==> src/rtl/vpd_pkg.sv <==
// Shared types and constants for the vibration pattern driver.
package vpd_pkg;

    // Slot drive modes
    typedef enum logic [1:0] {
        MODE_OFF     = 2'd0,
        MODE_REPEAT  = 2'd1,
        MODE_RATE    = 2'd2,
        MODE_ONESHOT = 2'd3
    } mode_t;

    // Sequencer states
    typedef enum logic [1:0] {
        ST_IDLE,
        ST_LOAD,
        ST_RUN,
        ST_FLUSH
    } vpd_state_t;

    // Input item kinds (tuser)
    localparam logic ACTION_TICK = 1'b0;
    localparam logic ACTION_LOAD = 1'b1;

    // Motor commands
    localparam logic CMD_STOP  = 1'b0;
    localparam logic CMD_START = 1'b1;

    // Configuration register indexes
    localparam int CFG_IDX_W = 2;
    localparam logic [CFG_IDX_W-1:0] CFG_PRESENT = 2'd0;
    localparam logic [CFG_IDX_W-1:0] CFG_ENABLE  = 2'd1;

    // Field widths fixed by the interface
    localparam int SLOT_W  = 2;
    localparam int MASK_W  = 16;
    localparam int ACC_W   = 12;
    localparam int STEP_W  = 11;
    localparam int DRIVE_W = 3;
    localparam int CFG_W   = 4;

    // Pattern and phase constants
    localparam logic [MASK_W-1:0] PATTERN_START = 16'h8000;
    localparam logic [ACC_W-1:0]  PHASE_WRAP    = 12'h400;

    // Drive counter codes: 1 driving, 0 idle, negative = stops left to retry
    localparam logic signed [DRIVE_W-1:0] DRIVE_IDLE  = 3'sd0;
    localparam logic signed [DRIVE_W-1:0] DRIVE_ON    = 3'sd1;
    localparam logic signed [DRIVE_W-1:0] DRIVE_RETRY = -3'sd2;
    localparam logic signed [DRIVE_W-1:0] DRIVE_INC   = 3'sd1;

    // One slot's stored state
    typedef struct packed {
        mode_t                      mode;
        logic [MASK_W-1:0]          mask;
        logic [MASK_W-1:0]          pbit;
        logic [ACC_W-1:0]           acc;
        logic [STEP_W-1:0]          step;
        logic signed [DRIVE_W-1:0]  drive;
    } slot_state_t;

    // Outcome of one slot update
    typedef struct packed {
        logic wr_en;
        logic emit;
        logic cmd;
    } upd_result_t;

endpackage

==> src/rtl/vpd_slot_mem.sv <==
// Slot state memory: one write port, one registered read port, per-entry valid bits.
module vpd_slot_mem
    import vpd_pkg::*;
#(
    parameter int DEPTH  = 4,
    parameter int ADDR_W = 2
) (
    input  logic              aclk,
    input  logic              aresetn,
    input  logic              rd_en,
    input  logic [ADDR_W-1:0] rd_addr,
    output slot_state_t       rd_data,
    input  logic              wr_en,
    input  logic [ADDR_W-1:0] wr_addr,
    input  slot_state_t       wr_data
);

    slot_state_t        mem [DEPTH];
    logic [DEPTH-1:0]   valid_reg;
    slot_state_t        rd_data_reg;
    logic               rd_valid_reg;

    // Write entry
    always_ff @(posedge aclk) begin
        if (wr_en) begin
            mem[wr_addr] <= wr_data;
        end
    end

    // Mark written entries valid; reset clears all
    always_ff @(posedge aclk) begin
        if (!aresetn) begin
            valid_reg <= '0;
        end else if (wr_en) begin
            valid_reg[wr_addr] <= 1'b1;
        end
    end

    // Registered read
    always_ff @(posedge aclk) begin
        if (rd_en) begin
            rd_data_reg  <= mem[rd_addr];
            rd_valid_reg <= valid_reg[rd_addr];
        end
    end

    // Unwritten entries read as the reset state
    assign rd_data = rd_valid_reg ? rd_data_reg : slot_state_t'('0);

endmodule

==> src/rtl/vpd_slot_update.sv <==
// Per-slot tick update: pattern/phase request and start/stop command decision.
module vpd_slot_update
    import vpd_pkg::*;
(
    input  slot_state_t entry_in,
    input  logic        present,
    input  logic        enabled,
    input  logic        halt,
    output slot_state_t entry_out,
    output upd_result_t result
);

    logic              req;
    logic [MASK_W-1:0] shifted;
    logic [ACC_W-1:0]  acc_sum;

    always_comb begin
        entry_out  = entry_in;
        result     = '0;
        req        = 1'b0;
        shifted    = entry_in.pbit >> 1;
        acc_sum    = entry_in.acc + ACC_W'(entry_in.step);

        if (present) begin
            result.wr_en = 1'b1;
            if (halt || !enabled) begin
                // Forced stop: drop to off, retry outstanding stops
                entry_out.mode = MODE_OFF;
                if (entry_in.drive != DRIVE_IDLE) begin
                    result.emit = 1'b1;
                    result.cmd  = CMD_STOP;
                    entry_out.drive = (entry_in.drive > DRIVE_IDLE) ? DRIVE_RETRY
                                                                    : entry_in.drive + DRIVE_INC;
                end
            end else begin
                // Work out the drive request from the mode
                case (entry_in.mode)
                    MODE_REPEAT, MODE_ONESHOT: begin
                        req = |(entry_in.pbit & entry_in.mask);
                        entry_out.pbit = shifted;
                        if (shifted == '0) begin
                            if (entry_in.mode == MODE_REPEAT) begin
                                entry_out.pbit = PATTERN_START;
                            end else begin
                                entry_out.mode = MODE_OFF;
                            end
                        end
                    end
                    MODE_RATE: begin
                        entry_out.acc = acc_sum;
                        if (acc_sum > PHASE_WRAP) begin
                            entry_out.acc = acc_sum - PHASE_WRAP;
                            req = 1'b1;
                        end
                    end
                    default: begin
                        req = 1'b0;
                    end
                endcase

                // Start on a rising request, otherwise wind down stops
                if (req) begin
                    if (entry_in.drive <= DRIVE_IDLE) begin
                        result.emit     = 1'b1;
                        result.cmd      = CMD_START;
                        entry_out.drive = DRIVE_ON;
                    end
                end else if (entry_in.drive != DRIVE_IDLE) begin
                    result.emit = 1'b1;
                    result.cmd  = CMD_STOP;
                    entry_out.drive = (entry_in.drive > DRIVE_IDLE) ? DRIVE_RETRY
                                                                    : entry_in.drive + DRIVE_INC;
                end
            end
        end
    end

endmodule

==> src/rtl/vibration_pattern_driver.sv <==
// Vibration pattern driver: up to four motor slots driven by pattern or phase rate.
//
// Input channel (s_*): one request per item. tuser selects a tick or a slot load.
// A load writes one slot's mode, mask and phase step.
// A tick walks the slots in order through the slot memory, one slot per cycle
// while the receiver does not stall, with the read of the next slot overlapped,
// and emits one command per slot that starts or stops its motor; the last
// command of the tick carries tlast. When the output drains freely, the single
// read port of the slot memory sets the pace of a tick.
// Output channel (m_*): a registered result plus one pending stage; the pending
// stage holds each command until the next one or the end of the tick decides
// its tlast. When the receiver stalls, slot processing waits and the input
// channel stays not ready until the tick has finished.
// Configuration channel (cfg_*): always ready; index 0 present mask, index 1
// enable mask, other indexes ignored. Write only while the block is idle.
// Reset (aresetn low, synchronous) clears the configuration, the slot state
// valid bits (all slots read as off and idle) and all handshakes.
module vibration_pattern_driver
    import vpd_pkg::*;
#(
    parameter int NUM_SLOTS = 4
) (
    input  logic                 aclk,
    input  logic                 aresetn,
    // Input channel
    input  logic                 s_tvalid,
    output logic                 s_tready,
    input  logic [31:0]          s_tdata,   // slot[1:0], halt[2], mode[4:3],
                                            // pattern_mask[20:5], phase_step[31:21]
    input  logic                 s_tuser,   // action
    // Result channel
    output logic                 m_tvalid,
    input  logic                 m_tready,
    output logic [7:0]           m_tdata,   // out_slot[1:0], command[2], zero[7:3]
    output logic                 m_tlast,
    // Configuration channel
    input  logic                 cfg_valid,
    output logic                 cfg_ready,
    input  logic [CFG_IDX_W-1:0] cfg_index,
    input  logic [CFG_W-1:0]     cfg_data
);

    localparam int ACTIVE_SLOTS = (NUM_SLOTS < 4) ? NUM_SLOTS : 4;
    localparam int ADDR_W       = (NUM_SLOTS > 1) ? $clog2(NUM_SLOTS) : 1;
    localparam logic [SLOT_W-1:0] LAST_IDX   = SLOT_W'(ACTIVE_SLOTS - 1);
    localparam logic [3:0]        SLOT_LIMIT = 4'(NUM_SLOTS);

    // Input field slices
    logic [SLOT_W-1:0] in_slot;
    logic              in_halt;
    logic [1:0]        in_mode;
    logic [MASK_W-1:0] in_mask;
    logic [STEP_W-1:0] in_step;
    logic              in_load_ok;

    assign in_slot    = s_tdata[1:0];
    assign in_halt    = s_tdata[2];
    assign in_mode    = s_tdata[4:3];
    assign in_mask    = s_tdata[20:5];
    assign in_step    = s_tdata[31:21];
    assign in_load_ok = ({2'b00, in_slot} < SLOT_LIMIT);

    // Registers
    vpd_state_t        state_reg, state_next;
    logic [CFG_W-1:0]  present_reg, present_next;
    logic [CFG_W-1:0]  enable_reg, enable_next;
    logic [SLOT_W-1:0] rd_idx_reg, rd_idx_next;
    logic              rd_done_reg, rd_done_next;
    logic [SLOT_W-1:0] p_idx_reg, p_idx_next;
    logic              halt_reg, halt_next;
    logic [SLOT_W-1:0] ld_idx_reg, ld_idx_next;
    logic              ld_ok_reg, ld_ok_next;
    logic [1:0]        ld_mode_reg, ld_mode_next;
    logic [MASK_W-1:0] ld_mask_reg, ld_mask_next;
    logic [STEP_W-1:0] ld_step_reg, ld_step_next;
    logic              pend_valid_reg, pend_valid_next;
    logic [SLOT_W-1:0] pend_slot_reg, pend_slot_next;
    logic              pend_cmd_reg, pend_cmd_next;
    logic              m_tvalid_reg, m_tvalid_next;
    logic [SLOT_W-1:0] m_slot_reg, m_slot_next;
    logic              m_cmd_reg, m_cmd_next;
    logic              m_last_reg, m_last_next;

    // Control
    logic              out_free;
    logic              can_proc;
    logic              mem_rd_en;
    logic [SLOT_W-1:0] rd_sel;
    logic              proc_en;
    logic              flush_push;
    logic              mem_wr_en;
    logic [SLOT_W-1:0] wr_sel;
    slot_state_t       mem_wr_data;
    slot_state_t       mem_rd_data;
    slot_state_t       upd_entry;
    upd_result_t       upd_res;
    logic              tick_accept;
    logic              load_accept;

    assign out_free    = !m_tvalid_reg || m_tready;
    assign can_proc    = !pend_valid_reg || out_free;
    assign tick_accept = s_tvalid && s_tready && (s_tuser == ACTION_TICK);
    assign load_accept = s_tvalid && s_tready && (s_tuser == ACTION_LOAD);

    // Slot state memory
    vpd_slot_mem #(
        .DEPTH  (NUM_SLOTS),
        .ADDR_W (ADDR_W)
    ) u_mem (
        .aclk    (aclk),
        .aresetn (aresetn),
        .rd_en   (mem_rd_en),
        .rd_addr (ADDR_W'(rd_sel)),
        .rd_data (mem_rd_data),
        .wr_en   (mem_wr_en),
        .wr_addr (ADDR_W'(wr_sel)),
        .wr_data (mem_wr_data)
    );

    // Slot update logic
    vpd_slot_update u_upd (
        .entry_in  (mem_rd_data),
        .present   (present_reg[p_idx_reg]),
        .enabled   (enable_reg[p_idx_reg]),
        .halt      (halt_reg),
        .entry_out (upd_entry),
        .result    (upd_res)
    );

    // Next state
    always_comb begin
        state_next = state_reg;
        unique case (state_reg)
            ST_IDLE: begin
                if (tick_accept) begin
                    state_next = ST_RUN;
                end else if (load_accept) begin
                    state_next = ST_LOAD;
                end
            end
            ST_LOAD: begin
                state_next = ST_IDLE;
            end
            ST_RUN: begin
                if (can_proc && rd_done_reg) begin
                    state_next = ST_FLUSH;
                end
            end
            ST_FLUSH: begin
                if (!pend_valid_reg || out_free) begin
                    state_next = ST_IDLE;
                end
            end
            default: begin
                state_next = ST_IDLE;
            end
        endcase
    end

    // State outputs
    always_comb begin
        s_tready   = 1'b0;
        mem_rd_en  = 1'b0;
        rd_sel     = rd_idx_reg;
        proc_en    = 1'b0;
        flush_push = 1'b0;
        unique case (state_reg)
            ST_IDLE: begin
                s_tready  = 1'b1;
                mem_rd_en = s_tvalid && ((s_tuser == ACTION_TICK) || in_load_ok);
                rd_sel    = (s_tuser == ACTION_TICK) ? '0 : in_slot;
            end
            ST_LOAD: begin
                s_tready = 1'b0;
            end
            ST_RUN: begin
                proc_en   = can_proc;
                mem_rd_en = can_proc && !rd_done_reg;
            end
            ST_FLUSH: begin
                flush_push = pend_valid_reg && out_free;
            end
            default: begin
                s_tready = 1'b0;
            end
        endcase
    end

    // Memory write: load entry or write back the updated slot
    always_comb begin
        mem_wr_en   = 1'b0;
        wr_sel      = p_idx_reg;
        mem_wr_data = upd_entry;
        if (state_reg == ST_LOAD) begin
            mem_wr_en         = ld_ok_reg;
            wr_sel            = ld_idx_reg;
            mem_wr_data.mode  = mode_t'(ld_mode_reg);
            mem_wr_data.mask  = ld_mask_reg;
            mem_wr_data.pbit  = PATTERN_START;
            mem_wr_data.acc   = '0;
            mem_wr_data.step  = ld_step_reg;
            mem_wr_data.drive = mem_rd_data.drive;
        end else if (proc_en) begin
            mem_wr_en = upd_res.wr_en;
        end
    end

    // Datapath next values
    always_comb begin
        present_next    = present_reg;
        enable_next     = enable_reg;
        rd_idx_next     = rd_idx_reg;
        rd_done_next    = rd_done_reg;
        p_idx_next      = p_idx_reg;
        halt_next       = halt_reg;
        ld_idx_next     = ld_idx_reg;
        ld_ok_next      = ld_ok_reg;
        ld_mode_next    = ld_mode_reg;
        ld_mask_next    = ld_mask_reg;
        ld_step_next    = ld_step_reg;
        pend_valid_next = pend_valid_reg;
        pend_slot_next  = pend_slot_reg;
        pend_cmd_next   = pend_cmd_reg;
        m_tvalid_next   = m_tvalid_reg && !m_tready;
        m_slot_next     = m_slot_reg;
        m_cmd_next      = m_cmd_reg;
        m_last_next     = m_last_reg;

        // Configuration writes; unknown indexes drop
        if (cfg_valid) begin
            case (cfg_index)
                CFG_PRESENT: present_next = cfg_data;
                CFG_ENABLE:  enable_next  = cfg_data;
                default:     present_next = present_reg;
            endcase
        end

        // Start a tick at slot 0
        if (tick_accept) begin
            halt_next    = in_halt;
            p_idx_next   = '0;
            rd_idx_next  = SLOT_W'(1);
            rd_done_next = (LAST_IDX == '0);
        end

        // Capture load fields
        if (load_accept) begin
            ld_idx_next  = in_slot;
            ld_ok_next   = in_load_ok;
            ld_mode_next = in_mode;
            ld_mask_next = in_mask;
            ld_step_next = in_step;
        end

        // Advance the slot walk
        if (proc_en) begin
            if (!rd_done_reg) begin
                p_idx_next   = rd_idx_reg;
                rd_idx_next  = rd_idx_reg + SLOT_W'(1);
                rd_done_next = (rd_idx_reg == LAST_IDX);
            end
            if (upd_res.emit) begin
                if (pend_valid_reg) begin
                    m_tvalid_next = 1'b1;
                    m_slot_next   = pend_slot_reg;
                    m_cmd_next    = pend_cmd_reg;
                    m_last_next   = 1'b0;
                end
                pend_valid_next = 1'b1;
                pend_slot_next  = p_idx_reg;
                pend_cmd_next   = upd_res.cmd;
            end
        end

        // Close the tick: the held command is the last one
        if (flush_push) begin
            m_tvalid_next   = 1'b1;
            m_slot_next     = pend_slot_reg;
            m_cmd_next      = pend_cmd_reg;
            m_last_next     = 1'b1;
            pend_valid_next = 1'b0;
        end
    end

    // Control registers
    always_ff @(posedge aclk) begin
        if (!aresetn) begin
            state_reg      <= ST_IDLE;
            present_reg    <= '0;
            enable_reg     <= '0;
            rd_done_reg    <= 1'b0;
            pend_valid_reg <= 1'b0;
            m_tvalid_reg   <= 1'b0;
        end else begin
            state_reg      <= state_next;
            present_reg    <= present_next;
            enable_reg     <= enable_next;
            rd_done_reg    <= rd_done_next;
            pend_valid_reg <= pend_valid_next;
            m_tvalid_reg   <= m_tvalid_next;
        end
    end

    // Payload registers
    always_ff @(posedge aclk) begin
        rd_idx_reg    <= rd_idx_next;
        p_idx_reg     <= p_idx_next;
        halt_reg      <= halt_next;
        ld_idx_reg    <= ld_idx_next;
        ld_ok_reg     <= ld_ok_next;
        ld_mode_reg   <= ld_mode_next;
        ld_mask_reg   <= ld_mask_next;
        ld_step_reg   <= ld_step_next;
        pend_slot_reg <= pend_slot_next;
        pend_cmd_reg  <= pend_cmd_next;
        m_slot_reg    <= m_slot_next;
        m_cmd_reg     <= m_cmd_next;
        m_last_reg    <= m_last_next;
    end

    assign cfg_ready = 1'b1;
    assign m_tvalid  = m_tvalid_reg;
    assign m_tdata   = {5'b00000, m_cmd_reg, m_slot_reg};
    assign m_tlast   = m_last_reg;

    // No command stays held once the block is idle
    assert property (@(posedge aclk) disable iff (!aresetn)
        (state_reg == ST_IDLE) |-> !pend_valid_reg)
        else $error("pending command left over in idle");

    // A slot is never read and written back in the same cycle
    assert property (@(posedge aclk) disable iff (!aresetn)
        (mem_wr_en && mem_rd_en) |-> (wr_sel != rd_sel))
        else $error("slot memory read and write collide");

    // Closing a tick with a held command presents it marked last
    assert property (@(posedge aclk) disable iff (!aresetn)
        (state_reg == ST_FLUSH && pend_valid_reg && out_free) |=> (m_tvalid && m_tlast))
        else $error("tick closed without a last command");

endmodule

==> config.mk <==
export PLATFORM = sky130hd
export DESIGN_NAME = vibration_pattern_driver
export DESIGN_NICKNAME = d
export VERILOG_FILES = /design/src/rtl/vpd_pkg.sv /design/src/rtl/vpd_slot_mem.sv /design/src/rtl/vpd_slot_update.sv /design/src/rtl/vibration_pattern_driver.sv
export SDC_FILE = /design/constraint.sdc
export NUM_CORES = 1
export LEC_CHECK = 0
export ABC_AREA = 1
export BUFFER_PORTS_ARGS = -buffer_cell sky130_fd_sc_hd__buf_2
export CORE_MARGIN = 2
export CORE_UTILIZATION = 62
export DETAILED_ROUTE_END_ITERATION = 10
export PLACE_DENSITY_LB_ADDON = 0.15
export SLEW_MARGIN = 20
export SYNTH_ARGS = -nofsm -noshare
export SYNTH_HDL_FRONTEND = slang
export SYNTH_SLANG_ARGS = --single-unit
==> constraint.sdc <==
create_clock -name aclk -period 5 [get_ports aclk]
set_clock_uncertainty 0.1 [all_clocks]
set_input_delay 0 -clock aclk [delete_from_list [all_inputs] [get_ports aclk]]
set_output_delay 0 -clock aclk [all_outputs]
set_load 0.01 [all_outputs]
==> results.rst, run 1 <==
.. list-table::
   :header-rows: 1

   * - Metric
     - Value
   * - Post-synth cell types
     - 46
   * - Total of buffers placed on input and output ports
     - 49
   * - Final net count
     - 1442
   * - Share of synthesized area occupied by flip-flops and latches
     - 0.706
   * - WP data arrival
     - 3.75 ns
   * - Share of the synthesized area in the top cell type
     - 0.677
   * - Clk pin slew, worst setup/hold paths
     - 0.06 ns
   * - Total of fill cells in the finished design
     - 1581
   * - Total area of sequential cells
     - 10600 um^2
   * - Clock Root Buffer
     - sky130_fd_sc_hd__clkbuf_16
   * - Routability Congestion
     - 0.890
   * - H-Tree Level Count
     - 2
   * - Post-route setup slack
     - 1.39 ns
   * - Tightest Pin Transition
     - 1.03 ns
   * - Global-route wire length before repair
     - 52.3 mm
   * - Run status
     - finished, final reports clean
   * - Critical path data required time
     - 5.13 ns
   * - Start of the worst register-to-register path
     - u_mem.rd_valid_reg$_DFFE_PP_
   * - Area enclosed by the die boundary
     - 25500 um^2
   * - First-pass iteration count of the detailed router
     - 5
   * - Maximum number of pins on one net before global-route repair
     - 78
   * - Share of post-route cells with drive strength above 1
     - 0.113
   * - Worst reg2reg path endpoint
     - m_slot_reg[1]$_DFFE_PP_
   * - Count of final hold-check violations
     - 0
   * - Largest area contributor in the netlist
     - sky130_fd_sc_hd__edfxtp_1
   * - Final standard cell area without fillers
     - 17200 um^2
   * - Post-Synthesis Cell Area
     - 15000 um^2
   * - Achievable frequency
     - 0.277 GHz
   * - Hold Crit Start
     - s_tdata[10]
   * - Kind of end point of the critical path
     - flip-flop
   * - Routing layer with the top usage in global route
     - met2
   * - Count of buffers added by post-CTS timing repair for setup
     - 0
   * - Width of the die
     - 160 um
   * - Worst Hold Endpoint
     - ld_mask_reg[5]$_DFFE_PP_
   * - RSZ-0062 raised after global routing
     - no
   * - Number of global-route vias before repair
     - 9998
   * - Overflow after GRT
     - 0
   * - Area of the placeable core
     - 23600 um^2
   * - Final Max Slew Viols
     - 0
   * - Count of antenna-violating nets left after detailed routing
     - 0
   * - Aggregate routed wire length
     - 33.1 mm
   * - Average detailed-routed wire length per instance
     - 19.1 um
   * - R2R setup slack
     - 1.39 ns
   * - Met1 GRT Util
     - 0.368
   * - Number of buffers between clock root and the deepest sink
     - 3
   * - Ys async rst share
     - 0
   * - GRT Total Usage
     - 0.260
   * - Number of enable flip-flop cells after synthesis
     - 339
   * - Total of max-cap violations
     - 0
   * - Number of synthesis warnings
     - 0
   * - I/O pin count
     - 56
   * - Hold Crit Depth
     - 2
   * - Multi-input combinational cell area
     - 3770 um^2
   * - Number of buffers inserted during clock tree synthesis
     - 37
   * - Clock latency on the worst-skew pair
     - 0.53 ns
   * - Starting DRT DRC Count
     - 1057
   * - # rows
     - 56
   * - Cell leakage power
     - 0.00651 uW
   * - Synth Instances
     - 1286
   * - Met3 global-route usage
     - 0.0426
   * - Flip-flop and latch count after synthesis
     - 361
   * - Clock Sink Count
     - 361
   * - Ant diodes
     - 0
   * - Starting utilization of the core area
     - 0.637
   * - Placed wire-length estimate
     - 18.7 mm
   * - Number of antenna violations at the first check in global routing
     - 0
   * - Clock tree from TritonCTS
     - built
   * - Max VDD drop
     - 0.406 mV
   * - Area growth from synthesis to final layout
     - 14.5%
   * - Min cycle time layout
     - 3.61 ns
   * - Worst Hold Class
     - in2reg
   * - Most used DFF post-synth
     - sky130_fd_sc_hd__edfxtp_1
   * - Remaining routing DRC violations
     - 0
   * - Kind of launch point of the worst setup path
     - flip-flop
   * - Critical path class
     - reg2reg
   * - Placed Area
     - 15600 um^2
   * - Period Utilization, post-route
     - 0.722
   * - Hold_ws
     - 0.0728 ns
   * - Final-layout setup total negative slack
     - 0 ns
   * - Top area cells in the synthesized netlist
     - sky130_fd_sc_hd__edfxtp_1, sky130_fd_sc_hd__o21ai_0, sky130_fd_sc_hd__nor2_1
   * - Post-DR vias/cell
     - 5.86
   * - Syn Area/Cell
     - 11.7 um^2
   * - Max-slew headroom at the worst pin
     - 0.309
   * - Crit path max fanout
     - 29
   * - Cells on worst reg2reg path
     - 19
   * - Y dimension of the die
     - 160 um
   * - Final count of negative-setup-slack endpoints
     - 0
   * - Met2 GRT Util
     - 0.423
   * - Post-Place Worst Slack
     - 1.39 ns
   * - Vias
     - 10100
   * - Ratio of total power to cell area
     - 561 nW/um^2
   * - Max FFs per register
     - 240
## placed cells by master (no fill, tap or decap), types with 3 or more instances in the layout
| cell type | instances |
|---|---|
| sky130_fd_sc_hd__a21oi_2 | 3 |
| sky130_fd_sc_hd__dlygate4sd3_1 | 53 |
| sky130_fd_sc_hd__inv_2 | 8 |
| sky130_fd_sc_hd__nand2_1 | 164 |
| sky130_fd_sc_hd__a22oi_1 | 15 |
| sky130_fd_sc_hd__buf_4 | 18 |
| sky130_fd_sc_hd__inv_1 | 99 |
| sky130_fd_sc_hd__nor4_1 | 3 |
| sky130_fd_sc_hd__clkbuf_1 | 10 |
| sky130_fd_sc_hd__clkbuf_16 | 38 |
| sky130_fd_sc_hd__nand2_2 | 9 |
| sky130_fd_sc_hd__a31oi_1 | 4 |
| sky130_fd_sc_hd__dfxtp_1 | 22 |
| sky130_fd_sc_hd__conb_1 | 6 |
| sky130_fd_sc_hd__clkinv_1 | 9 |
| sky130_fd_sc_hd__nor2_2 | 3 |
| sky130_fd_sc_hd__nand4_1 | 8 |
| sky130_fd_sc_hd__nor2_1 | 186 |
| sky130_fd_sc_hd__edfxtp_1 | 339 |
| sky130_fd_sc_hd__buf_2 | 49 |
| sky130_fd_sc_hd__o22ai_1 | 67 |
| sky130_fd_sc_hd__clkinv_2 | 9 |
| sky130_fd_sc_hd__nor3_1 | 3 |
| sky130_fd_sc_hd__o21ai_0 | 184 |
| sky130_fd_sc_hd__nand3_2 | 5 |
| sky130_fd_sc_hd__nand3_1 | 29 |
| sky130_fd_sc_hd__a21oi_1 | 25 |
| sky130_fd_sc_hd__ha_1 | 13 |
| sky130_fd_sc_hd__nor2_4 | 4 |
## how the worst max path moves through the flow
| stage | from | end |
|---|---|---|
| 2_1_floorplan | u_mem.rd_valid_reg$_DFFE_PP_ | m_cmd_reg$_DFFE_PP_ |
| 3_3_place_gp | u_mem.rd_valid_reg$_DFFE_PP_ | m_slot_reg[0]$_DFFE_PP_ |
| 3_5_place_dp | u_mem.rd_valid_reg$_DFFE_PP_ | m_slot_reg[1]$_DFFE_PP_ |
| 4_1_cts | u_mem.rd_valid_reg$_DFFE_PP_ | m_slot_reg[1]$_DFFE_PP_ |
| 5_1_grt | u_mem.rd_valid_reg$_DFFE_PP_ | m_slot_reg[1]$_DFFE_PP_ |
| 6_report | u_mem.rd_valid_reg$_DFFE_PP_ | m_slot_reg[1]$_DFFE_PP_ |
## power breakdown
part / internal [uW] / switching [uW] / total, uW
Clock: 1410 / 1110 / 2520
Sequential: 4230 / 196 / 4430
Combinational: 750 / 1960 / 2710
## through the flow
| step | power, uW | util | std cells |
|---|---|---|---|
| floorplan | 6300 | - | 1290 |
| global placement | 7030 | 0.660 | 1611 |
| detailed placement | 7110 | 0.660 | 1611 |
| CTS | 9650 | 0.729 | 1731 |
| global route | 10200 | 0.729 | 1731 |
| finish | 9660 | 0.729 | 1731 |
## worst max-delay path: stages (launching register included)
cell	delay, ns
sky130_fd_sc_hd__edfxtp_1	0.46
sky130_fd_sc_hd__buf_4	0.40
sky130_fd_sc_hd__nand2_1	0.11
sky130_fd_sc_hd__inv_1	0.08
sky130_fd_sc_hd__ha_1	0.23
sky130_fd_sc_hd__fa_1	0.42
sky130_fd_sc_hd__or2_2	0.30
sky130_fd_sc_hd__nor2_1	0.12
sky130_fd_sc_hd__nand3_1	0.09
sky130_fd_sc_hd__nor2_1	0.09
sky130_fd_sc_hd__nand3_1	0.09
sky130_fd_sc_hd__nor2_2	0.11
sky130_fd_sc_hd__nand3_2	0.11
sky130_fd_sc_hd__nand3_2	0.08
sky130_fd_sc_hd__nand2_2	0.08
sky130_fd_sc_hd__nand2_2	0.10
sky130_fd_sc_hd__nand2_1	0.06
sky130_fd_sc_hd__nand2_2	0.09
sky130_fd_sc_hd__nand2_1	0.07
sky130_fd_sc_hd__nand2_1	0.12
## synthesized netlist by cell type, types with 4 or more instances
library cell and instances:
sky130_fd_sc_hd__o21ai_0 184, sky130_fd_sc_hd__inv_2 4, sky130_fd_sc_hd__inv_1 105, sky130_fd_sc_hd__a21oi_1 25, sky130_fd_sc_hd__nand2_2 8, sky130_fd_sc_hd__nand2_1 166
sky130_fd_sc_hd__edfxtp_1 339, sky130_fd_sc_hd__buf_1 4, sky130_fd_sc_hd__a31oi_1 4, sky130_fd_sc_hd__o22ai_1 67, sky130_fd_sc_hd__nand3_1 29, sky130_fd_sc_hd__buf_2 9
sky130_fd_sc_hd__clkbuf_1 44, sky130_fd_sc_hd__buf_4 7, sky130_fd_sc_hd__nand4_1 8, sky130_fd_sc_hd__nor2_1 188, sky130_fd_sc_hd__a22oi_1 15, sky130_fd_sc_hd__ha_1 13
sky130_fd_sc_hd__dfxtp_1 22, sky130_fd_sc_hd__nand3_2 5
## cell type report
| class | count | share of cell area |
|---|---|---|
| Multi-Input combinational cell | 755 | 0.219 |
| Inverter | 109 | 0.0238 |
| Tap cell | 319 | 0.0232 |
| Timing Repair Buffer | 120 | 0.0529 |
| Clock inverter | 19 | 0.00683 |
| Sequential cell | 361 | 0.617 |
| Clock buffer | 48 | 0.0574 |
## timing repair
item	4_1_cts	5_1_grt
hold buffers	53	0
resized for setup	0	0
hold endpoints to repair	63	0
setup endpoints to repair	0	0
## per-layer routing
| metal | wire length [um] | vias up |
|---|---|---|
| met1 | 14200 | 4877 |
| li1 | - | 4764 |
| met5 | 0 | - |
| met2 | 15800 | 438 |
| met3 | 2430 | 59 |
| met4 | 680 | 0 |
## kinds of logic (layout without fill, tap and decap cells)
| family | after synthesis | count (layout) | share of synthesized area |
|---|---|---|---|
| mux | 1 | 1 | 0.000666 |
| fa+ha+maj | 14 | 14 | 0.0121 |
| simple gates | 422 | 422 | 0.118 |
| flops | 361 | 361 | 0.706 |
| xor+xnor | 2 | 2 | 0.00116 |
| buf+inv | 174 | 296 | 0.0464 |
| compound gates | 310 | 310 | 0.115 |
| other cells | 2 | 6 | 0.000499 |
(Power assumes the default switching activity.)
==> inputs of run 2 (changes only) <==
--- a/config.mk
+++ b/config.mk
@@ -8,7 +8,7 @@
 export ABC_AREA = 1
 export BUFFER_PORTS_ARGS = -buffer_cell sky130_fd_sc_hd__buf_2
 export CORE_MARGIN = 2
-export CORE_UTILIZATION = 62
+export CORE_UTILIZATION = 56
 export DETAILED_ROUTE_END_ITERATION = 10
 export PLACE_DENSITY_LB_ADDON = 0.15
 export SLEW_MARGIN = 20
==> constraint.sdc (replaced) <==
create_clock -name aclk -period 2.95 [get_ports aclk]
set_clock_uncertainty 0.1 [all_clocks]
set_input_delay 0 -clock aclk [delete_from_list [all_inputs] [get_ports aclk]]
set_output_delay 0 -clock aclk [all_outputs]
set_load 0.01 [all_outputs]
==> run 2 against run 1 <==
  * The flow now finishes with violations (setup timing)
  * Worst setup slack got worse by 1.6 ns
  * Final cell count is 5.0% higher
  * Clock power rose by 80%
  * Count of clock-buffer cells in the layout shrank 2
  * Fmax grew 14%
  * Combinational power is 110% higher
  * Total power is 84% higher
  * First-iteration DRC count decreased by 9.0%
  * Worst hold slack worse by 0.0046 ns
  * Global-route usage shrank 1.4 points
  * Utilization is 2.8 points lower
  * Via count grew 2.5%
  * Largest cell class unchanged
  * Largest power group unchanged
==> results.rst, run 2 (same netlist as run 1, synthesis figures left out) <==
.. list-table::
   :header-rows: 1

   * - Metric
     - Value
   * - Placed Area
     - 16300 um^2 (was 15600 um^2)
   * - Clock tree from TritonCTS
     - built (unchanged)
   * - Crit path max fanout
     - 8 (was 29)
   * - Run status
     - complete, but fails checks (was finished, final reports clean)
   * - Tightest Pin Transition
     - 0.772 ns (was 1.03 ns)
   * - Min cycle time layout
     - 3.18 ns (was 3.61 ns)
   * - Starting DRT DRC Count
     - 962 (was 1057)
   * - Overflow after GRT
     - 0 (unchanged)
   * - Final Max Slew Viols
     - 0 (unchanged)
   * - # rows
     - 59 (was 56)
   * - Number of antenna violations at the first check in global routing
     - 0 (unchanged)
   * - Clk pin slew, worst setup/hold paths
     - 0.06 ns (about the same)
   * - Number of buffers between clock root and the deepest sink
     - 3 (unchanged)
   * - Ant diodes
     - 0 (unchanged)
   * - GRT Total Usage
     - 0.247 (was 0.260)
   * - Area of the placeable core
     - 26200 um^2 (was 23600 um^2)
   * - Worst reg2reg path endpoint
     - m_slot_reg[0]$_DFFE_PP_ (was m_slot_reg[1]$_DFFE_PP_)
   * - WP data arrival
     - 3.33 ns (was 3.75 ns)
   * - Post-DR vias/cell
     - 5.72 (was 5.86)
   * - Top cell by count, worst path
     - sky130_fd_sc_hd__nand2_4 (was sky130_fd_sc_hd__nand2_1)
   * - Width of the die
     - 168 um (was 160 um)
   * - Starting utilization of the core area
     - 0.574 (was 0.637)
   * - Vias
     - 10400 (was 10100)
   * - Hold Crit Depth
     - 2 (unchanged)
   * - Share of post-route cells with drive strength above 1
     - 0.183 (was 0.113)
   * - Y dimension of the die
     - 168 um (was 160 um)
   * - Post-route setup slack
     - -0.229 ns (was 1.39 ns)
   * - Count of antenna-violating nets left after detailed routing
     - 0 (unchanged)
   * - Area enclosed by the die boundary
     - 28200 um^2 (was 25500 um^2)
   * - Final-layout setup total negative slack
     - -4.17 ns (was 0 ns)
   * - Total of buffers placed on input and output ports
     - 49 (unchanged)
   * - R2R setup slack
     - -0.23 ns (was 1.39 ns)
   * - Kind of end point of the critical path
     - flip-flop (unchanged)
   * - Remaining routing DRC violations
     - 0 (unchanged)
   * - Cell class contributing the biggest share of worst-path delay
     - simple AND/OR/NAND/NOR gates (unchanged)
   * - Achievable frequency
     - 0.315 GHz (was 0.277 GHz)
   * - Critical path class
     - reg2reg (unchanged)
   * - Sum of buffers and inverters on the critical path
     - 3 (was 2)
   * - Final count of negative-setup-slack endpoints
     - 22 (was 0)
   * - Total of max-cap violations
     - 0 (unchanged)
   * - Average detailed-routed wire length per instance
     - 19.1 um (about the same)
   * - Global-route wire length before repair
     - 53.8 mm (was 52.3 mm)
   * - I/O pin count
     - 56 (unchanged)
   * - Count of final hold-check violations
     - 0 (unchanged)
   * - Kind of launch point of the worst setup path
     - flip-flop (unchanged)
   * - Hold_ws
     - 0.0681 ns (was 0.0728 ns)
   * - Series of cell instances along the critical path
     - buf_6 > buf_12 > nand2_4 > inv_2 > ha_4 > fa_2 > or2_4 > nor2_2 > nand3_1 > nor2_1 > nand3_1 > nor2_2 > nand3_2 > nand3_2 > nand2_4 > nand2_4 > nand2_4 > nand2_4 > nand2_4 > nand2_4 (was buf_4 > nand2_1 > inv_1 > ha_1 > fa_1 > or2_2 > nor2_1 > nand3_1 > nor2_1 > nand3_1 > nor2_2 > nand3_2 > nand3_2 > nand2_2 > nand2_2 > nand2_1 > nand2_2 > nand2_1 > nand2_1)
   * - Maximum number of pins on one net before global-route repair
     - 124 (was 78)
   * - Period Utilization, post-route
     - 1.08 (was 0.722)
   * - Final standard cell area without fillers
     - 18400 um^2 (was 17200 um^2)
   * - Violations in the final reports
     - setup timing
   * - Max VDD drop
     - 0.775 mV (was 0.406 mV)
   * - Critical path's slowest cell
     - sky130_fd_sc_hd__fa_2 (was sky130_fd_sc_hd__edfxtp_1)
   * - Number of buffers inserted during clock tree synthesis
     - 37 (unchanged)
   * - Routability Congestion
     - 0.899 (was 0.890)
   * - Aggregate routed wire length
     - 34.8 mm (was 33.1 mm)
   * - Area growth from synthesis to final layout
     - 22.1% (was 14.5%)
   * - RSZ-0062 raised after global routing
     - yes (was no)
   * - Cells on worst reg2reg path
     - 20 (was 19)
   * - Number of global-route vias before repair
     - 10200 (was 9998)
   * - Worst Hold Endpoint
     - ld_step_reg[7]$_DFFE_PP_ (was ld_mask_reg[5]$_DFFE_PP_)
   * - Ratio of total power to cell area
     - 969 nW/um^2 (was 561 nW/um^2)
   * - Most frequent standard cell in the layout excluding fill and tap cells
     - sky130_fd_sc_hd__edfxtp_1 (unchanged)
   * - Placed wire-length estimate
     - 19.2 mm (was 18.7 mm)
   * - H-Tree Level Count
     - 2 (unchanged)
   * - Critical Path Max Stage Delay
     - 0.44 ns (was 0.46 ns)
   * - Critical path data required time
     - 3.10 ns (was 5.13 ns)
   * - Start of the worst register-to-register path
     - u_mem.rd_valid_reg$_DFFE_PP_ (unchanged)
   * - Clock Sink Count
     - 361 (unchanged)
   * - Commonest cells after routing, fill and taps aside
     - sky130_fd_sc_hd__edfxtp_1, sky130_fd_sc_hd__nor2_1, sky130_fd_sc_hd__o21ai_0, sky130_fd_sc_hd__nand2_1, sky130_fd_sc_hd__inv_1 (unchanged)
   * - Max-slew headroom at the worst pin
     - 0.485 (was 0.309)
   * - Worst Hold Class
     - in2reg (unchanged)
   * - First-pass iteration count of the detailed router
     - 5 (unchanged)
   * - Clock Root Buffer
     - sky130_fd_sc_hd__clkbuf_16 (unchanged)
   * - Final net count
     - 1513 (was 1442)
   * - Cell leakage power
     - 0.00699 uW (was 0.00651 uW)
   * - Max FFs per register
     - 240 (unchanged)
   * - Hold Crit Start
     - s_tdata[28] (was s_tdata[10])
   * - Clock latency on the worst-skew pair
     - 0.54 ns (was 0.53 ns)
-- run 2: through the flow --
stage	std cells	util	power [uW]	setup WS, ns
4_1_cts	1812	0.692	17600	-0.175
5_1_grt	1817	0.701	18700	-0.389
2_1_floorplan	1290	-	10800	-0.356
3_3_place_gp	1689	0.622	12700	-0.181
6_report	1817	0.701	17800	-0.229
3_5_place_dp	1689	0.622	12800	-0.195
-- run 2: layer usage --
layer,global-route usage,vias to the layer above,share of wire
li1,-,4904,-
met4,0.0631,0,0.017
met5,0,-,0
met1,0.351,5058,0.44
met2,0.407,377,0.48
met3,0.0350,53,0.063
-- run 2: how the worst max path moves through the flow --
| stage | start | endpoint | depth (start not counted) |
|---|---|---|---|
| 5_1_grt | u_mem.rd_valid_reg$_DFFE_PP_ | m_slot_reg[0]$_DFFE_PP_ | 20 |
| 4_1_cts | u_mem.rd_valid_reg$_DFFE_PP_ | m_slot_reg[1]$_DFFE_PP_ | 19 |
| 3_3_place_gp | u_mem.rd_valid_reg$_DFFE_PP_ | m_slot_reg[1]$_DFFE_PP_ | 20 |
| 2_1_floorplan | u_mem.rd_valid_reg$_DFFE_PP_ | m_cmd_reg$_DFFE_PP_ | 23 |
| 6_report | u_mem.rd_valid_reg$_DFFE_PP_ | m_slot_reg[0]$_DFFE_PP_ | 20 |
| 3_5_place_dp | u_mem.rd_valid_reg$_DFFE_PP_ | m_slot_reg[0]$_DFFE_PP_ | 20 |
-- run 2: area by class of cell --
type,count,area [um^2]
sequential,361,10600
timing repair buffer,191,1670
inverter,109,413
clock inverter,20,224
multi-input combinational,755,4060
clock buffer,46,960
tap,335,419
fill,1768,7840
-- run 2: power breakdown --
group | switching (uW) | internal [uW] | total, uW
Clock | 1930 | 2610 | 4540
Combinational | 3690 | 2070 | 5760
Sequential | 334 | 7160 | 7500
Total | 5950 | 11800 | 17800
-- run 2: timing repair --
item | 4_1_cts | 5_1_grt
resized for setup | 18 | 32
pin swaps | 10 | 12
setup endpoints to repair | 18 | 94
buffers inserted | 4 | 5
gates cloned | 1 | 0
endpoints found under the hold margin | 71 | 0
hold buffers | 53 | 0
==> inputs of run 3 (changes only) <==
--- a/config.mk
+++ b/config.mk
@@ -11,6 +11,7 @@
 export CORE_UTILIZATION = 56
 export DETAILED_ROUTE_END_ITERATION = 10
 export PLACE_DENSITY_LB_ADDON = 0.15
+export RECOVER_POWER = 50
 export SLEW_MARGIN = 20
 export SYNTH_ARGS = -nofsm -noshare
 export SYNTH_HDL_FRONTEND = slang
==> run 3 against run 2 <==
  * The flow still finishes with violations (setup timing)
  * Count of clock-buffer cells in the layout is the same
  * Sequential cell count is the same
  * Largest cell class unchanged
  * Combinational power shrank 1%
  * Register-to-register slack is essentially flat
==> results.rst, run 3 (same netlist as run 1, synthesis figures left out) <==
.. list-table::
   :header-rows: 1

   * - Metric
     - Value
   * - Run status
     - complete, but fails checks (unchanged)
   * - Violations in the final reports
     - setup timing (unchanged)
   * - Aggregate routed wire length
     - 34.6 mm (was 34.8 mm)
   * - Total of buffers placed on input and output ports
     - 49 (unchanged)
   * - Placed wire-length estimate
     - 19.2 mm (unchanged)
   * - Count of final hold-check violations
     - 0 (unchanged)
   * - Average detailed-routed wire length per instance
     - 19.0 um (was 19.1 um)
   * - Clock Root Buffer
     - sky130_fd_sc_hd__clkbuf_16 (unchanged)
   * - Number of buffers inserted during clock tree synthesis
     - 37 (unchanged)
   * - CP startpoint
     - u_mem.rd_valid_reg$_DFFE_PP_ (unchanged)
   * - Achievable frequency
     - 0.314 GHz (was 0.315 GHz)
   * - Width of the die
     - 168 um (unchanged)
   * - I/O pin count
     - 56 (unchanged)
   * - Global-route wire length before repair
     - 53.8 mm (unchanged)
   * - Final core utilization
     - 0.697 (was 0.701)
   * - Final Non-Filler Cells
     - 1817 (unchanged)
   * - Cell Count Post-Placement
     - 1689 (unchanged)
   * - Y dimension of the die
     - 168 um (unchanged)
   * - Max FFs per register
     - 240 (unchanged)
   * - Max-slew headroom at the worst pin
     - 0.0748 (was 0.485)
   * - Hold Crit Start
     - s_tdata[28] (unchanged)
   * - Highest metal used
     - met4 (unchanged)
   * - Starting DRT DRC Count
     - 910 (was 962)
   * - Post-DR vias/cell
     - 5.70 (was 5.72)
   * - Number of antenna violations at the first check in global routing
     - 0 (unchanged)
   * - Clk pin slew, worst setup/hold paths
     - 0.06 ns (about the same)
   * - Maximum number of pins on one net before global-route repair
     - 124 (unchanged)
   * - Met2 routed WL
     - 16.7 mm (was 16.8 mm)
   * - Critical path data required time
     - 3.10 ns (about the same)
   * - Routability Congestion
     - 0.899 (unchanged)
   * - Met3 wire length
     - 2.28 mm (was 2.18 mm)
   * - Ratio of total power to cell area
     - 971 nW/um^2 (was 969 nW/um^2)
   * - Kind of launch point of the worst setup path
     - flip-flop (unchanged)
   * - Area growth from synthesis to final layout
     - 21.5% (was 22.1%)
   * - Period Utilization, post-route
     - 1.08 (about the same)
   * - Total of max-cap violations
     - 0 (unchanged)
   * - Post-route setup slack
     - -0.232 ns (was -0.229 ns)
   * - Overflow after GRT
     - 0 (unchanged)
   * - # rows
     - 59 (unchanged)
   * - Routed metal-1 wire length
     - 15.0 mm (was 15.2 mm)
   * - First-pass iteration count of the detailed router
     - 5 (unchanged)
   * - Number of buffers between clock root and the deepest sink
     - 3 (unchanged)
   * - Ant diodes
     - 0 (unchanged)
   * - RSZ-0062 raised after global routing
     - yes (unchanged)
   * - Tightest Pin Transition
     - 1.38 ns (was 0.772 ns)
   * - Worst Hold Class
     - in2reg (unchanged)
   * - Critical path class
     - reg2reg (unchanged)
   * - GRT Total Usage
     - 0.247 (unchanged)
   * - Area enclosed by the die boundary
     - 28200 um^2 (unchanged)
   * - Final net count
     - 1513 (unchanged)
   * - Cell leakage power
     - 0.00694 uW (was 0.00699 uW)
   * - Final standard cell area without fillers
     - 18300 um^2 (was 18400 um^2)
   * - Placed Area
     - 16300 um^2 (unchanged)
   * - Crit path max fanout
     - 8 (unchanged)
   * - Clock Sink Count
     - 361 (unchanged)
   * - Vias
     - 10400 (about the same)
   * - Number of global-route vias before repair
     - 10200 (unchanged)
   * - Final count of negative-setup-slack endpoints
     - 22 (unchanged)
   * - Most frequent standard cell in the layout excluding fill and tap cells
     - sky130_fd_sc_hd__edfxtp_1 (unchanged)
   * - Remaining routing DRC violations
     - 0 (unchanged)
   * - H-Tree Level Count
     - 2 (unchanged)
   * - WP data arrival
     - 3.34 ns (was 3.33 ns)
   * - Hold_ws
     - 0.0677 ns (was 0.0681 ns)
   * - Clock latency on the worst-skew pair
     - 0.54 ns (about the same)
   * - Clock tree from TritonCTS
     - built (unchanged)
   * - Min cycle time layout
     - 3.18 ns (about the same)
   * - Share of post-route cells with drive strength above 1
     - 0.171 (was 0.183)
   * - Kind of end point of the critical path
     - flip-flop (unchanged)
   * - Commonest cells after routing, fill and taps aside
     - sky130_fd_sc_hd__edfxtp_1, sky130_fd_sc_hd__nor2_1, sky130_fd_sc_hd__o21ai_0, sky130_fd_sc_hd__nand2_1, sky130_fd_sc_hd__inv_1 (unchanged)
   * - Start of the worst register-to-register path
     - u_mem.rd_valid_reg$_DFFE_PP_ (unchanged)
   * - Area of the placeable core
     - 26200 um^2 (unchanged)
   * - Count of antenna-violating nets left after detailed routing
     - 0 (unchanged)
   * - Max VDD drop
     - 0.765 mV (was 0.775 mV)
   * - Starting utilization of the core area
     - 0.574 (unchanged)
   * - Final Max Slew Viols
     - 0 (unchanged)
[run 3: cell types whose count changed in the layout (fill, tap and decap cells not counted), sizes merged]
cell	previous run	this run
clkbuf	46	65
buf	138	119
[run 3: per-stage QoR]
stage               setup TNS (ns)  worst slack [ns]  total power, uW
detailed placement           -2.44            -0.195            12800
floorplan                    -5.08            -0.356            10800
global placement             -2.09            -0.181            12700
CTS                          -2.31            -0.175            17600
global route                -10.71            -0.389            18700
finish                       -4.26            -0.232            17700
[run 3: worst paths after layout]
kind,endpoint,depth (start not counted),slack [ns]
worst max register to register,m_slot_reg[0]$_DFFE_PP_,20,-0.23
worst min register to register,m_cmd_reg$_DFFE_PP_,0,0.32
worst min-delay path,ld_step_reg[7]$_DFFE_PP_,2,0.07
worst max-delay path,m_slot_reg[0]$_DFFE_PP_,20,-0.23
[run 3: metal layers]
metal	global-route usage	vias up
met4	0.0631	0
met1	0.351	5062
met3	0.0350	46
met2	0.407	352
li1	-	4903
met5	0	-
[run 3: report_power, final]
group | leakage [uW] | internal (uW) | switching (uW)
Sequential | 0.00334 | 7170 | 330
Combinational | 0.00302 | 2020 | 3670
Clock | 0.000579 | 2610 | 1930
Total | 0.00694 | 11800 | 5930
[run 3: layout make-up]
class | instances | area (um^2)
fill | 1790 | 7940
sequential | 361 | 10600
multi-input combinational | 755 | 4050
clock inverter | 20 | 224
tap | 335 | 419
timing repair buffer | 191 | 1590
inverter | 109 | 412
clock buffer | 46 | 960
[run 3: worst max-delay path, stage by stage, from the launching register on]
cell and delay, ns:
sky130_fd_sc_hd__edfxtp_1 0.42, sky130_fd_sc_hd__buf_6 0.15, sky130_fd_sc_hd__buf_12 0.13, sky130_fd_sc_hd__nand2_4 0.06, sky130_fd_sc_hd__inv_2 0.04, sky130_fd_sc_hd__ha_4 0.15
sky130_fd_sc_hd__fa_2 0.44, sky130_fd_sc_hd__or2_4 0.24, sky130_fd_sc_hd__nor2_2 0.07, sky130_fd_sc_hd__nand3_1 0.08, sky130_fd_sc_hd__nor2_1 0.11, sky130_fd_sc_hd__nand3_1 0.09
sky130_fd_sc_hd__nor2_2 0.12, sky130_fd_sc_hd__nand3_2 0.11, sky130_fd_sc_hd__nand3_2 0.10, sky130_fd_sc_hd__nand2_4 0.07, sky130_fd_sc_hd__nand2_4 0.11, sky130_fd_sc_hd__nand2_4 0.05
sky130_fd_sc_hd__nand2_4 0.11, sky130_fd_sc_hd__nand2_4 0.07, sky130_fd_sc_hd__nand2_4 0.07
[run 3: what timing repair did]
| action | CTS | global route |
|---|---|---|
| cloned | 1 | 0 |
| hold buffers | 53 | 0 |
| endpoints found under the hold margin | 71 | 0 |
| setup buffers | 4 | 5 |
| gates resized for setup | 18 | 32 |
| pin swaps | 10 | 12 |
| setup endpoints to repair | 18 | 94 |
